==> src/sv/nbfr_pkg.sv <==
// ----------------------------------------------------------------------------
// nbfr_pkg - nine-bit frame receiver package
// Transfer types, route and status codes, frame type decode.
// ----------------------------------------------------------------------------
package nbfr_pkg;

  localparam int FRAME_LIMIT_DEFAULT = 16;

  typedef enum logic [1:0] {
    ROUTE_NONE   = 2'd0,
    ROUTE_ANSWER = 2'd1,
    ROUTE_DATA   = 2'd2,
    ROUTE_EVENT  = 2'd3
  } route_t;

  typedef enum logic [2:0] {
    STAT_NONE      = 3'd0,
    STAT_GOOD      = 3'd1,
    STAT_MISMATCH  = 3'd2,
    STAT_NO_START  = 3'd3,
    STAT_DROPPED   = 3'd4
  } status_t;

  // frame type flags: bit 0 answer, bit 1 event, bit 2 foreign interrupt
  localparam logic [2:0] FT_ANSWER  = 3'b001;
  localparam logic [2:0] FT_EVENT   = 3'b010;
  localparam logic [2:0] FT_FOREIGN = 3'b100;

  localparam logic [7:0] START_BIT = 8'h80;

  typedef struct packed {
    logic       control_flag;
    logic [7:0] byte_value;
  } in_item_t;

  typedef struct packed {
    route_t     route;
    logic [7:0] routed_byte;
    status_t    frame_status;
    logic       answer_ready;
    logic       event_ready;
    logic [7:0] computed_checksum;
  } out_item_t;

  function automatic logic [2:0] frame_type(input logic [7:0] b);
    logic [2:0] t;
    t = 3'b000;
    if (b[6]) begin
      t = FT_ANSWER;
    end else if (b[3]) begin
      if (b[4]) t = t | FT_FOREIGN;
      if (b[5]) t = t | FT_EVENT;
    end else begin
      t = FT_EVENT;
    end
    return t;
  endfunction

endpackage

==> src/sv/nbfr_core.sv <==
// ----------------------------------------------------------------------------
// nbfr_core - frame state and per-word decode
// Holds frame position, start byte, running checksum and seed; computes the
// result for the current word in one pass.
// ----------------------------------------------------------------------------
module nbfr_core #(
  parameter int FRAME_LIMIT = nbfr_pkg::FRAME_LIMIT_DEFAULT
) (
  input  logic                clk,
  input  logic                rst_n,
  input  logic                cfg_wr_en,
  input  logic [7:0]          cfg_wr_data,
  input  logic                accept,
  input  nbfr_pkg::in_item_t  item,
  output nbfr_pkg::out_item_t result
);

  localparam int PW = (FRAME_LIMIT > 2) ? $clog2(FRAME_LIMIT) : 1;
  localparam logic [PW-1:0] POS_LAST = PW'(FRAME_LIMIT - 1);

  logic [PW-1:0] pos_r, pos_nxt;
  logic [7:0]    first_r, first_nxt;
  logic [7:0]    sum_r, sum_nxt;
  logic [7:0]    seed_r;
  logic [7:0]    csum_fin;
  logic [2:0]    ftype;
  logic [2:0]    ftype_new;

  assign csum_fin  = sum_r[7] ? ~sum_r : sum_r;
  assign ftype     = nbfr_pkg::frame_type(first_r);
  assign ftype_new = nbfr_pkg::frame_type(item.byte_value);

  always_comb begin
    pos_nxt   = pos_r;
    first_nxt = first_r;
    sum_nxt   = sum_r;
    result    = '0;
    if (item.control_flag) begin
      if ((item.byte_value & nbfr_pkg::START_BIT) != 8'h00) begin
        first_nxt = item.byte_value;
        sum_nxt   = item.byte_value - seed_r;
        pos_nxt   = PW'(1);
        if (ftype_new == nbfr_pkg::FT_ANSWER) begin
          result.route = nbfr_pkg::ROUTE_ANSWER;
        end else if (ftype_new == nbfr_pkg::FT_EVENT) begin
          result.route = nbfr_pkg::ROUTE_EVENT;
        end
      end else if (pos_r != '0) begin
        result.computed_checksum = csum_fin;
        if (csum_fin == item.byte_value) begin
          result.frame_status = nbfr_pkg::STAT_GOOD;
          result.answer_ready = ftype[0];
          result.event_ready  = ftype[1];
        end else begin
          result.frame_status = nbfr_pkg::STAT_MISMATCH;
        end
        pos_nxt = '0;
      end else begin
        result.frame_status = nbfr_pkg::STAT_NO_START;
        pos_nxt = '0;
      end
    end else begin
      if (pos_r != '0 && pos_r < POS_LAST) begin
        // rotate left with carry-in of the old top bit, then subtract
        sum_nxt = {sum_r[6:0], 1'b0} - item.byte_value + {7'd0, sum_r[7]};
        pos_nxt = pos_r + PW'(1);
        // payload always sits past the start byte
        if (ftype == nbfr_pkg::FT_ANSWER) begin
          result.route = nbfr_pkg::ROUTE_DATA;
        end else if (ftype == nbfr_pkg::FT_EVENT) begin
          result.route = nbfr_pkg::ROUTE_EVENT;
        end
      end else begin
        result.frame_status = nbfr_pkg::STAT_DROPPED;
        pos_nxt = '0;
      end
    end
    if (result.route != nbfr_pkg::ROUTE_NONE) begin
      result.routed_byte = item.byte_value;
    end
  end

  always_ff @(posedge clk) begin
    if (!rst_n) begin
      pos_r  <= '0;
      seed_r <= '0;
    end else begin
      if (cfg_wr_en) seed_r <= cfg_wr_data;
      if (accept)    pos_r  <= pos_nxt;
    end
  end

  always_ff @(posedge clk) begin
    if (accept) begin
      first_r <= first_nxt;
      sum_r   <= sum_nxt;
    end
  end

endmodule

==> src/sv/nbfr_out_stage.sv <==
// ----------------------------------------------------------------------------
// nbfr_out_stage - result register
// Holds one result until the downstream side takes the transfer.
// ----------------------------------------------------------------------------
module nbfr_out_stage (
  input  logic                clk,
  input  logic                rst_n,
  input  logic                load,
  input  nbfr_pkg::out_item_t load_data,
  output logic                busy,
  output logic                out_valid,
  input  logic                out_stall,
  output nbfr_pkg::out_item_t out_data
);

  logic                out_valid_r, out_valid_nxt;
  nbfr_pkg::out_item_t out_data_r;

  // a held result blocks new loads only while the sink stalls
  assign busy = out_valid_r & out_stall;

  always_comb begin
    out_valid_nxt = out_valid_r;
    if (load) begin
      out_valid_nxt = 1'b1;
    end else if (!out_stall) begin
      out_valid_nxt = 1'b0;
    end
  end

  always_ff @(posedge clk) begin
    if (!rst_n) begin
      out_valid_r <= 1'b0;
    end else begin
      out_valid_r <= out_valid_nxt;
    end
  end

  always_ff @(posedge clk) begin
    if (load) out_data_r <= load_data;
  end

  assign out_valid = out_valid_r;
  assign out_data  = out_data_r;

endmodule

==> src/sv/nine_bit_frame_receiver.sv <==
// ----------------------------------------------------------------------------
// nine_bit_frame_receiver - nine-bit link frame receiver
// Takes one link word per cycle while in_stall is low and gives one result per
// word: a start word (ninth bit and bit 7 set) opens a frame, plain words are
// payload, other control words close an open frame with a checksum check. Each
// accepted word's result is registered in the cycle after its input transfer;
// the word rate is bounded by the checksum update on the running sum register.
// Input stall rises only while a result is held and the sink stalls. The
// checksum seed is written through cfg_wr_en/cfg_wr_data.
// ----------------------------------------------------------------------------
module nine_bit_frame_receiver #(
  parameter int FRAME_LIMIT = nbfr_pkg::FRAME_LIMIT_DEFAULT
) (
  input  logic                clk,
  input  logic                rst_n,
  input  logic                cfg_wr_en,
  input  logic [7:0]          cfg_wr_data,
  input  logic                in_valid,
  output logic                in_stall,
  input  nbfr_pkg::in_item_t  in_data,
  output logic                out_valid,
  input  logic                out_stall,
  output nbfr_pkg::out_item_t out_data
);

  logic                accept;
  logic                busy;
  nbfr_pkg::out_item_t result;

  assign in_stall = busy;
  assign accept   = in_valid & ~busy;

  nbfr_core #(
    .FRAME_LIMIT(FRAME_LIMIT)
  ) u_core (
    .clk        (clk),
    .rst_n      (rst_n),
    .cfg_wr_en  (cfg_wr_en),
    .cfg_wr_data(cfg_wr_data),
    .accept     (accept),
    .item       (in_data),
    .result     (result)
  );

  nbfr_out_stage u_out (
    .clk      (clk),
    .rst_n    (rst_n),
    .load     (accept),
    .load_data(result),
    .busy     (busy),
    .out_valid(out_valid),
    .out_stall(out_stall),
    .out_data (out_data)
  );

`ifndef SYNTH
  a_accept_gives_result: assert property (@(posedge clk) disable iff (!rst_n)
    (in_valid && !in_stall) |=> out_valid)
    else $error("accepted word left no result");

  a_held_result_kept: assert property (@(posedge clk) disable iff (!rst_n)
    (out_valid && out_stall) |=> (out_valid && $stable(out_data)))
    else $error("stalled result changed");

  a_ready_needs_good: assert property (@(posedge clk) disable iff (!rst_n)
    (out_valid && (out_data.answer_ready || out_data.event_ready)) |->
    (out_data.frame_status == nbfr_pkg::STAT_GOOD))
    else $error("ready flag without good checksum");

  a_route_excl_status: assert property (@(posedge clk) disable iff (!rst_n)
    (out_valid && out_data.route != nbfr_pkg::ROUTE_NONE) |->
    (out_data.frame_status == nbfr_pkg::STAT_NONE && out_data.computed_checksum == 8'h00))
    else $error("routed byte with frame status");
`endif

endmodule
==> config.mk <==
export PLATFORM = sky130hd
export DESIGN_NAME = nine_bit_frame_receiver
export DESIGN_NICKNAME = d
export VERILOG_FILES = /design/src/sv/nbfr_pkg.sv /design/src/sv/nbfr_core.sv /design/src/sv/nbfr_out_stage.sv /design/src/sv/nine_bit_frame_receiver.sv
export SDC_FILE = /design/constraint.sdc
export NUM_CORES = 1
export LEC_CHECK = 0
export BUFFER_PORTS_ARGS = -buffer_cell sky130_fd_sc_hd__buf_2
export CAP_MARGIN = 20
export CORE_MARGIN = 2
export CORE_UTILIZATION = 41
export CTS_BUF_LIST = sky130_fd_sc_hd__clkbuf_16
export CTS_CLUSTER_SIZE = 24
export DETAILED_ROUTE_END_ITERATION = 6
export PLACE_DENSITY_LB_ADDON = 0.12
export RECOVER_POWER = 100
export SYNTH_ARGS = -nofsm -noshare
export SYNTH_HDL_FRONTEND = slang
export SYNTH_SLANG_ARGS = --single-unit
==> constraint.sdc <==
create_clock -name clk -period 3.3 [get_ports clk]
set_clock_uncertainty 0.1 [all_clocks]
set_input_delay 0.825 -clock clk [delete_from_list [all_inputs] [get_ports clk]]
set_output_delay 0.825 -clock clk [all_outputs]
set_load 0.01 [all_outputs]
* Word level (Yosys, flattened, before mapping)
Cells that the tools add are included.
** Operators by class
- Multiplexer cells :: 31
- Add/sub/neg operators :: 4
- $lt $le $gt $ge :: 1
- Bitwise logic cells :: 7
- Eq/ne operators :: 7
- Reductions and logical operators :: 8
** Operators by type and width (count)
- 8-bit 2-to-1 mux :: 4
- 2-bit 2-to-1 mux :: 12
- 3-bit 2-to-1 mux :: 8
- 8-bit subtractor :: 2
- 13-bit 2-to-1 mux :: 1
- 10-bit 2-to-1 mux :: 1
- 8-bit by 1-bit adder with 8-bit output :: 1
- 8-bit == test :: 1
- 4-bit 2-to-1 mux :: 2
- 8-bit inverter :: 1
- 3-bit by 1-bit == test with 1-bit output, second input constant :: 2
- 3-bit by 2-bit == test with 1-bit output, second input constant :: 2
- 3-bit AND reduction :: 2
- 4-bit by 1-bit adder with 4-bit output, second input constant :: 1
- 4-bit less-than comparator, second input constant :: 1
- 1-bit inverter :: 4
- 2-bit nonzero test :: 2
- 4-bit nonzero test :: 1
- 4-bit OR reduction :: 1
- 1-bit 2-to-1 mux :: 3
- 3-bit OR reduction :: 1
- 1-bit AND :: 2
- 2-bit by 1-bit inequality test with 1-bit output, second input constant :: 1
- 2-bit inequality test, second input constant :: 1
- 1-bit logical AND :: 1
** Storage, ports and cells
- Bits of input ports :: 22
- Output and inout port bits :: 25
- Flip-flop bits (word level) :: 51
- Word-level logic and storage cells :: 69

* Logic depth before layout (Yosys ltp)
Gate-level depths: netlist of the first run.
- Word-level depth :: 10
- Mapped depth :: 10
- Gate-level depth less buffers :: 9

* Hierarchy
A second synthesis of the first run with hierarchy kept.
** Unflattened totals
- Cell total of the unflattened synthesis :: 262
- Area, all modules :: 2783.9 sq um
** By module, submodules not included
- nbfr_core :: sequential area each 600.6 sq um, area an instance 2043.2 sq um, cells an instance 235, instances 1
- nbfr_out_stage :: sequential area each 710.7 sq um, area an instance 726.9 sq um, cells an instance 26, instances 1
- nine_bit_frame_receiver :: sequential area each 0.0 sq um, area an instance 13.8 sq um, cells an instance 1, instances 1

* Worst setup path before layout of the first run
No wires, ideal clock.
- Kind :: in2reg
- Start point :: input in_data[8] (netlist bit)
- End point :: register u_core.sum_r[0], enable pin
- Setup time :: 0.383 ns
- Arrival :: 2.117 ns
- Setup slack :: 0.699 ns
- Path buffers :: 2
- Stages on the path :: 4
- Required time :: 2.817 ns
- Cells stage by stage :: clkbuf_1 > clkbuf_1 > a21oi_1 > nor3_1
** Between the ends
- Word-level cells in the longest chain between the ends :: 2
- Elaborated cells between the ends (all ways) :: 3
- Those cells by class :: eq/ne (1); reduce/logical (2)
** RTL lines
- start, declared :: RTL line nine_bit_frame_receiver.sv:20 : input nbfr_pkg::in_item_t in_data,
- 2-bit inequality test (no line) or 2-bit nonzero test (tied branches)
- 3-bit AND reduction (no line) (*)
- end signal, assigned :: RTL line nbfr_core.sv:96 : sum_r <= sum_nxt;
- end, declared :: RTL line nbfr_core.sv:23 : logic [7:0] sum_r, sum_nxt;
Every way passes the cells marked *; elsewhere a longest branch is shown, timed or not.
A chain may end at the register's enable or synchronous reset.

* Worst setup path in the final report of the first run
- Start point :: input out_stall
- End point :: register u_core.pos_r[2]
** Between the ends
- Word-level cells in the longest chain between the ends :: 3
** RTL lines
- start, declared :: RTL line nine_bit_frame_receiver.sv:22 : input logic out_stall,
- 1-bit AND :: RTL line nbfr_out_stage.sv:20 : assign busy = out_valid_r & out_stall;
- 1-bit inverter :: RTL line nine_bit_frame_receiver.sv:31 : assign accept = in_valid & ~busy;
- 1-bit AND :: RTL line nine_bit_frame_receiver.sv:31
- named net accept :: RTL line nine_bit_frame_receiver.sv:26 : logic accept;
- end signal, assigned :: RTL line nbfr_core.sv:89 : if (accept) pos_r <= pos_nxt;
- end, declared :: RTL line nbfr_core.sv:21 : logic [PW-1:0] pos_r, pos_nxt;
The timed path passes the listed nets, and every way through them passes these cells.

==> results of run 1 <==
-- final cells by class --
class	count	area, µm²	share of cell area, %
clock buffers	5	125	4.01
clock inverters	3	38.8	1.24
inverters	23	86.3	2.77
multi-input cells	181	1300	41.5
flip-flops and latches	47	1280	41.0
well taps	77	96.3	3.09
repair buffers	48	198	6.33
-- worst paths after layout --
| kind | depth (start not counted) | to | from | slack (ps) |
|---|---|---|---|---|
| min | 2 | u_core.pos_r[1] | u_core.pos_r[1] | 410 |
| max | 8 | u_core.pos_r[2] | out_stall | 710 |
| min reg2reg | 2 | u_core.pos_r[1] | u_core.pos_r[1] | 410 |
| max reg2reg | 8 | u_core.sum_r[6] | u_core.sum_r[7] | 870 |
-- sequential cells by signal (all words and copies together), names as in the netlist --
| signal | count |
|---|---|
| u_core.first_r | 4 |
| u_core.pos_r | 4 |
| u_core.seed_r | 8 |
| u_core.sum_r | 8 |
| u_out.out_data | 22 |
| u_out.out_valid | 1 |
-- per-layer routing --
metal	track usage [%]	vias to the layer above	routed length, µm
met4	3.75	0	72
met2	23.0	50	2360
met1	21.4	898	2610
met3	3.56	6	284
met5	0	-	0
li1	-	1015	-
-- kinds of logic (layout without fill, tap and decap cells) --
group	after synthesis	after routing	share of synthesized area, %
AND/OR/NAND/NOR	78	78	15.1
AO/OA/AOI/OAI	52	52	13.4
flip-flops	47	47	47.0
buffers and inverters	31	79	4.69
XOR/XNOR	21	21	6.75
adder cells (fa/ha/maj)	18	18	8.82
multiplexers	11	11	4.09
other	1	1	0.138
-- power by group through the flow --
| stage | Sequential [mW] | Clock (mW) | Combinational, mW |
|---|---|---|---|
| 4_1_cts | 0.697 | 0.576 | 0.275 |
| 3_3_place_gp | 0.709 | 0 | 0.270 |
| 3_5_place_dp | 0.710 | 0 | 0.272 |
| 5_1_grt | 0.701 | 0.599 | 0.298 |
| 2_1_floorplan | 0.714 | 0 | 0.192 |
| 6_report | 0.697 | 0.558 | 0.266 |
-- tightest hold or removal path, delay by kind of cell (launching register included) --
kind            cells  cell delay, ps
simple gates        1              60
flops               1             340
compound gates      1              70
-- Yosys cell counts, drive strengths merged (2+ instances only) --
cell type   n
o21a        3
fa          2
nand3b      4
nor3        2
nor4        2
nand2b      5
nor2b       9
edfxtp     34
inv        23
a31oi       2
xor2        8
buf         2
nand4       4
a31o        2
mux2i      10
o31ai       2
a21oi      17
nor3b       4
a21o        8
a21boi      4
nand3       6
ha         16
clkbuf      6
xnor2      13
o21ai       4
a211o       3
nand2      12
or3         2
nor2       23
dfxtp      13
==> impl_metrics.yaml, run 1 <==
power:
  ir_drop_v: 0.000281
  leakagePower_nw: 1.23
  powerDensity_nw_per_um2: 487
  switching_power_mw: 0.378
  combPwrFrac_pct: 17.5
  p_clk_share_pct: 36.7
  switching_share_pct: 24.9
  p_total_mw: 1.52
  p_int_mw: 1.14
  seqPwrFrac_pct: 45.8
critical_path:
  cp.arrival_ps: 2660
  cpPeakStageDelay_ps: 990
  path_delay_family: "buffers and inverters"
  crit_fanout: 27
  path_buf_inv: 3
  path_class: "input port to flip-flop"
  endpoint_kind: "flip-flop"
  required_ps: 3370
  slowest_stage: "clkbuf_1"
  critPathMostFrequentCell: "nand2_1"
  crit_chain: "buf_2 -> nand2_1 -> nand2_1 -> inv_1 -> clkbuf_1 -> o21ai_0 -> nand2_1 -> a21boi_0"
  startpoint_type: "input port"
floorplan:
  dieWidth_um: 85.5
  dieArea_um2: 7310
  rows: 29
  floorplan.initialDensity_pct: 42.7
  core-area_um2: 6390
  io_pins: 47
  die_y_um: 85.5
clocking:
  cts_tree: "built"
  postCtsHoldBufs: 0
  clkSinkCount: 47
  cts-root-buf: "clkbuf_16"
  clk_pin_slew_ps: 60
  ctsHtreeMaxLevel: 2
  clock_latency_ps: 280
  cts_resized: 0
  cts_setup_buffers: 0
  numCtsBuffers: 5
  cts_buffer_depth: 2
routing:
  num_vias: 1969
  dr.pass1.iters: 4
  drc_errors: 0
  drt_first_iter_violations: 50
  drtAntennaViolNets: 0
  wire_per_inst_um: 13.9
  route.final.wire_length_mm: 5.33
  vias_per_cell: 5.13
timing:
  tightest_slew_ps: 1370
  max_freq_mhz: 386
  relSlewSlack_pct: 8.50
  drv_slew: 0
  setup_violations: 0
  tns_ps: 0
  period_needed_ps: 2590
  fin_hold_ws_ps: 414
  min_period_over_period_pct: 78.5
  hold_violations: 0
  setup_ws_ps: 709
  rsz0062_at_grt: "false"
placed_design:
  dp_cells: 375
  gp_congestion: 0.804
  place_ws_ps: 520
  io_buffer_count: 45
  hpwl_mm: 4.10
  postPlaceCellArea_um2: 3020
layout:
  area_delta_synth_final_pct: 14.6
  final_util_pct: 48.9
  drive_above_1_share_pct: 7.82
  postLayoutCellArea_um2: 3120
  stdcell_count: 384
  final_cell_mix: "34 x clkbuf_1, 34 x edfxtp_1, 23 x inv_1, 23 x nor2_1, 17 x a21oi_1"
  num-nets-final: 346
  antenna_cells: 0
  fillers: 633
global_route:
  grt_pass1_vias: 1806
  antenna_found_initial: 0
  grt_max_degree: 28
  grt_first_pass_wirelength_mm: 8.65
  grt_use_total_pct: 14.9
  grt-ovfl-total: 0
yosys:
  ys_warn_count: 0
  synth.cell_area_um2: 2720
  ys_ff_latch: 47
  avgSynthCellArea_um2: 10.5
  ys_seq_area_share_pct: 47.0
  syn_inst: 259
  synth-edff-count: 34
  yosysTopAreaCell: "edfxtp_1"
  synth_top_area_share_pct: 37.5
  postSynth.asyncResetShare_pct: 0
  yosys.cell_types.count: 47
  ys_top_cells_by_area: "edfxtp_1 37%, dfxtp_1 9.6%, ha_1 7.3%"
  syn_nets: 299
  synthFlopType: "edfxtp_1"
hold_path:
  hold_path.class: "flip-flop to flip-flop"
run:
  drv_cap: 0
run_status:
  outcome: "completed"
Power figures use the tool's default switching activity.
==> inputs of run 2 (changes only) <==
clock period = 2.3 ns   (was 3.3 ns; I/O delays follow)
==> impl_metrics.yaml, run 2 (same netlist as run 1, synthesis figures left out) <==
run_status:
  outcome: "completed"
routing:
  drc_errors: 0
  drt_first_iter_violations: 49
  vias_per_cell: 5.00
  wire_per_inst_um: 13.6
  num_vias: 1991
  drtAntennaViolNets: 0
  dr.pass1.iters: 4
  route.final.wire_length_mm: 5.41
clocking:
  cts_tree: "built"
  clk_pin_slew_ps: 60
  numCtsBuffers: 5
  clock_latency_ps: 280
  ctsHtreeMaxLevel: 2
  postCtsHoldBufs: 0
  cts-root-buf: "clkbuf_16"
  clkSinkCount: 47
  cts_buffer_depth: 2
  cts_setup_buffers: 0
  cts_resized: 0
layout:
  num-nets-final: 360
  multi_input_area_um2: 1320
  postLayoutCellArea_um2: 3270
  final_util_pct: 51.3
  seqCellArea_um2: 1280
  fillers: 630
  drive_above_1_share_pct: 13.1
  final_cell_mix: "34 x edfxtp_1, 33 x clkbuf_1, 23 x inv_1, 23 x nor2_1, 17 x a21oi_1"
  largest_reg_flops: 22
  antenna_cells: 0
  final_common_cell: "edfxtp_1"
  area_delta_synth_final_pct: 20.2
timing:
  relSlewSlack_pct: 52.1
  period_needed_ps: 2180
  rsz0062_at_grt: "false"
  tns_ps: 0
  setup_ws_ps: 125
  drv_slew: 0
  max_freq_mhz: 460
  hold_violations: 0
  min_period_over_period_pct: 94.6
  tightest_slew_ps: 715
  setup_violations: 0
critical_path:
  crit_fanout: 3
  path_class: "input port to flip-flop"
  reg2reg_from: "u_core.sum_r[7]"
  cpPeakStageDelay_ps: 380
  cp.arrival_ps: 2090
  required_ps: 2220
  crit_chain: "buf_2 -> inv_1 -> ha_1 -> inv_1 -> fa_1 -> a21o_1 -> a21oi_1 -> nor4bb_1 -> a21oi_1 -> o221ai_1"
  endpoint_kind: "flip-flop"
  startpoint_type: "input port"
  crit_path_start: "in_data[0]"
  slowest_stage: "fa_1"
global_route:
  grt_use_total_pct: 15.8
  grt_first_pass_wirelength_mm: 9.16
  grt_pass1_vias: 1964
  grt-ovfl-total: 0
  grt_max_degree: 28
  antenna_found_initial: 0
floorplan:
  dieArea_um2: 7310
  dieWidth_um: 85.5
  io_pins: 47
  die_y_um: 85.5
  floorplan.initialDensity_pct: 42.7
  core-area_um2: 6390
  rows: 29
hold_path:
  hold_path.class: "flip-flop to flip-flop"
  worstHoldStart: "u_core.seed_r[3]"
power:
  p_total_mw: 2.33
  ir_drop_v: 0.000457
  leakagePower_nw: 1.31
  powerDensity_nw_per_um2: 710
placed_design:
  gp_congestion: 0.783
  place_ws_ps: -166
  hpwl_mm: 4.28
  postPlaceCellArea_um2: 3150
  io_buffer_count: 45
run:
  drv_cap: 0
[run 2: cell types whose count changed in the layout (fill, tap and decap cells not counted), sizes merged]
| cell | previous run | this run |
|---|---|---|
| buf | 14 | 27 |
| inv | 23 | 24 |
| clkbuf | 39 | 40 |
| clkinv | 2 | 0 |
| bufinv | 1 | 2 |
[run 2: final timing paths]
kind,to,slack [ps],cells past startpoint
setup reg to reg,u_core.sum_r[6],210,8
hold / removal,u_core.seed_r[3],410,2
hold reg to reg,u_core.seed_r[3],410,2
setup / recovery,u_core.sum_r[6],120,10
[run 2: metrics by stage]
stage / hold WS [ps] / instances
after floorplan: 371 / 259
after global placement: 391 / 390
after detailed placement: 404 / 390
after CTS: 408 / 398
after global routing: 423 / 398
final: 412 / 398
[run 2: area by class of cell]
class | instances | area share [%]
Clock buffer | 5 | 3.82
Timing Repair Buffer | 62 | 9.21
Clock inverter | 3 | 1.95
Sequential cell | 47 | 39.1
Tap cell | 77 | 2.94
Inverter | 23 | 2.64
Multi-Input combinational cell | 181 | 40.3
[run 2: layer usage]
metal | vias to the layer above | GRT usage (%) | part of all wire (%)
met3 | 10 | 2.69 | 4.3
li1 | 1045 | - | -
met1 | 892 | 21.0 | 48
met5 | - | 0 | 0
met2 | 44 | 25.9 | 45
met4 | 0 | 6.06 | 2.0
[run 2: power breakdown]
part | leakage [nW] | internal, mW | switching (mW)
Combinational | 0.775 | 0.186 | 0.229
Clock | 0.0952 | 0.619 | 0.296
Sequential | 0.439 | 0.970 | 0.0261
Total | 1.31 | 1.77 | 0.551
[run 2: worst max-delay path: cells and delay by family]
kind,cells,cell delay [ps]
AND/OR/NAND/NOR,1,90
buffers and inverters,3,230
adder cells (fa/ha/maj),2,550
AO/OA/AOI/OAI,4,650
==> inputs of run 3 (changes only) <==
BUFFER_PORTS_ARGS = -buffer_cell sky130_fd_sc_hd__clkbuf_2   (was -buffer_cell sky130_fd_sc_hd__buf_2)
==> impl_metrics.yaml, run 3 (same netlist as run 1, synthesis figures left out) <==
floorplan:
  io_pins: 47
  core-area_um2: 6390
  rows: 29
  dieArea_um2: 7310
  die_y_um: 85.5
  dieWidth_um: 85.5
  floorplan.initialDensity_pct: 42.7
routing:
  route.final.wire_length_mm: 5.43
  vias_per_cell: 5.01
  drc_errors: 0
  wl_met3_um: 239
  wl_met1_mm: 2.65
  dr.pass1.iters: 4
  num_vias: 2000
  dr_wl_met2_mm: 2.46
  drtAntennaViolNets: 0
  drt_first_iter_violations: 101
  routed.top_layer: "met4"
  wire_per_inst_um: 13.6
global_route:
  grt_use_total_pct: 16.0
  grt_max_degree: 23
  grt_pass1_vias: 1890
  grt_first_pass_wirelength_mm: 9.20
  antenna_found_initial: 0
  grt-ovfl-total: 0
critical_path:
  cp.arrival_ps: 2040
  r2r_slack_ps: 170
  slowest_stage: "edfxtp_1"
  reg2reg_from: "u_core.sum_r[7]"
  path_class: "flip-flop to flip-flop"
  required_ps: 2220
  r2r_end: "u_core.sum_r[6]"
  startpoint_type: "flip-flop"
  reg2reg_depth: 8
  crit_chain: "inv_2 -> ha_1 -> inv_1 -> fa_1 -> a21o_1 -> a21oi_1 -> nand2b_1 -> o221ai_1"
  crit_fanout: 3
  endpoint_kind: "flip-flop"
  cpPeakStageDelay_ps: 410
placed_design:
  io_buffer_count: 45
  postPlaceCellArea_um2: 3160
  dp_cells: 391
  gp_congestion: 0.794
  place_ws_ps: -143
  hpwl_mm: 4.27
timing:
  relSlewSlack_pct: 63.1
  hold_violations: 0
  setup_violations: 0
  rsz0062_at_grt: "false"
  tns_ps: 0
  tightest_slew_ps: 554
  min_period_over_period_pct: 92.5
  setup_ws_ps: 173
  max_freq_mhz: 470
  period_needed_ps: 2130
  drv_slew: 0
layout:
  drive_above_1_share_pct: 14.0
  final_cell_mix: "34 x edfxtp_1, 31 x clkbuf_1, 23 x inv_1, 23 x nor2_1, 17 x clkbuf_2"
  antenna_cells: 0
  stdcell_count: 399
  fillers: 625
  postLayoutCellArea_um2: 3290
  largest_reg_flops: 22
  multi_input_area_um2: 1320
  num-nets-final: 361
  area_delta_synth_final_pct: 20.6
  final_common_cell: "edfxtp_1"
  seqCellArea_um2: 1280
clocking:
  clkSinkCount: 47
  postCtsHoldBufs: 0
  ctsHtreeMaxLevel: 2
  cts-root-buf: "clkbuf_16"
  cts_buffer_depth: 2
  clock_latency_ps: 280
  numCtsBuffers: 5
  cts_tree: "built"
  clk_pin_slew_ps: 60
power:
  leakagePower_nw: 1.32
  powerDensity_nw_per_um2: 711
  ir_drop_v: 0.000428
hold_path:
  min_delay_path_depth: 2
  min_to: "u_core.pos_r[1]"
  worstHoldStart: "u_core.pos_r[1]"
  hold_path.class: "flip-flop to flip-flop"
run_status:
  outcome: "completed"
run:
  drv_cap: 0
-- run 3: cell type report --
type	count	share of cell area (%)
Multi-Input combinational cell	181	40.1
Sequential cell	47	39.0
Timing Repair Buffer	63	9.56
Clock buffer	5	3.81
Tap cell	77	2.93
Inverter	23	2.63
Clock inverter	3	1.94
-- run 3: metrics by stage --
| stage | util (%) | hold slack (ps) | power (mW) |
|---|---|---|---|
| global route | 51.4 | 422 | 2.45 |
| global placement | 49.4 | 388 | 1.44 |
| finish | 51.4 | 406 | 2.33 |
| detailed placement | 49.4 | 402 | 1.45 |
| floorplan | - | 371 | 1.30 |
| CTS | 52.4 | 406 | 2.38 |
-- run 3: what timing repair did --
| action | CTS | global route |
|---|---|---|
| endpoints found under the setup margin | 0 | 1 |
| setup buffers | 0 | 0 |
| gates resized for setup | 0 | 1 |
-- run 3: layer usage --
metal  GRT usage (%)  vias up
met5               0        -
met2            24.2       43
li1                -     1043
met1            22.8      906
met3            3.56        8
met4            5.34        0
-- run 3: how the worst max path moves through the flow --
stage | from | to | slack, ps | cells after the start
floorplan | in_data[0] | u_core.sum_r[6] | 60 | 9
global route | u_core.sum_r[7] | u_core.sum_r[6] | 0.8 | 9
detailed placement | in_data[0] | u_core.sum_r[6] | -140 | 10
CTS | in_data[0] | u_core.sum_r[6] | 150 | 10
global placement | in_data[0] | u_core.sum_r[6] | -130 | 10
finish | u_core.sum_r[7] | u_core.sum_r[6] | 170 | 8
-- run 3: worst max-delay path: cells and delay by family, from the launching register on --
family                     cells  cell delay, ps
AOI/OAI and AO/OA              3             490
adders and majority gates      2             540
buffers and inverters          2             150
DFF                            1             410
and+or+nand+nor                1             180
-- run 3: report_power, final --
| group | leakage, nW | internal [mW] | switching, mW |
|---|---|---|---|
| Clock | 0.0952 | 0.619 | 0.300 |
| Sequential | 0.439 | 0.970 | 0.0243 |
| Combinational | 0.789 | 0.189 | 0.233 |
| Total | 1.32 | 1.78 | 0.557 |
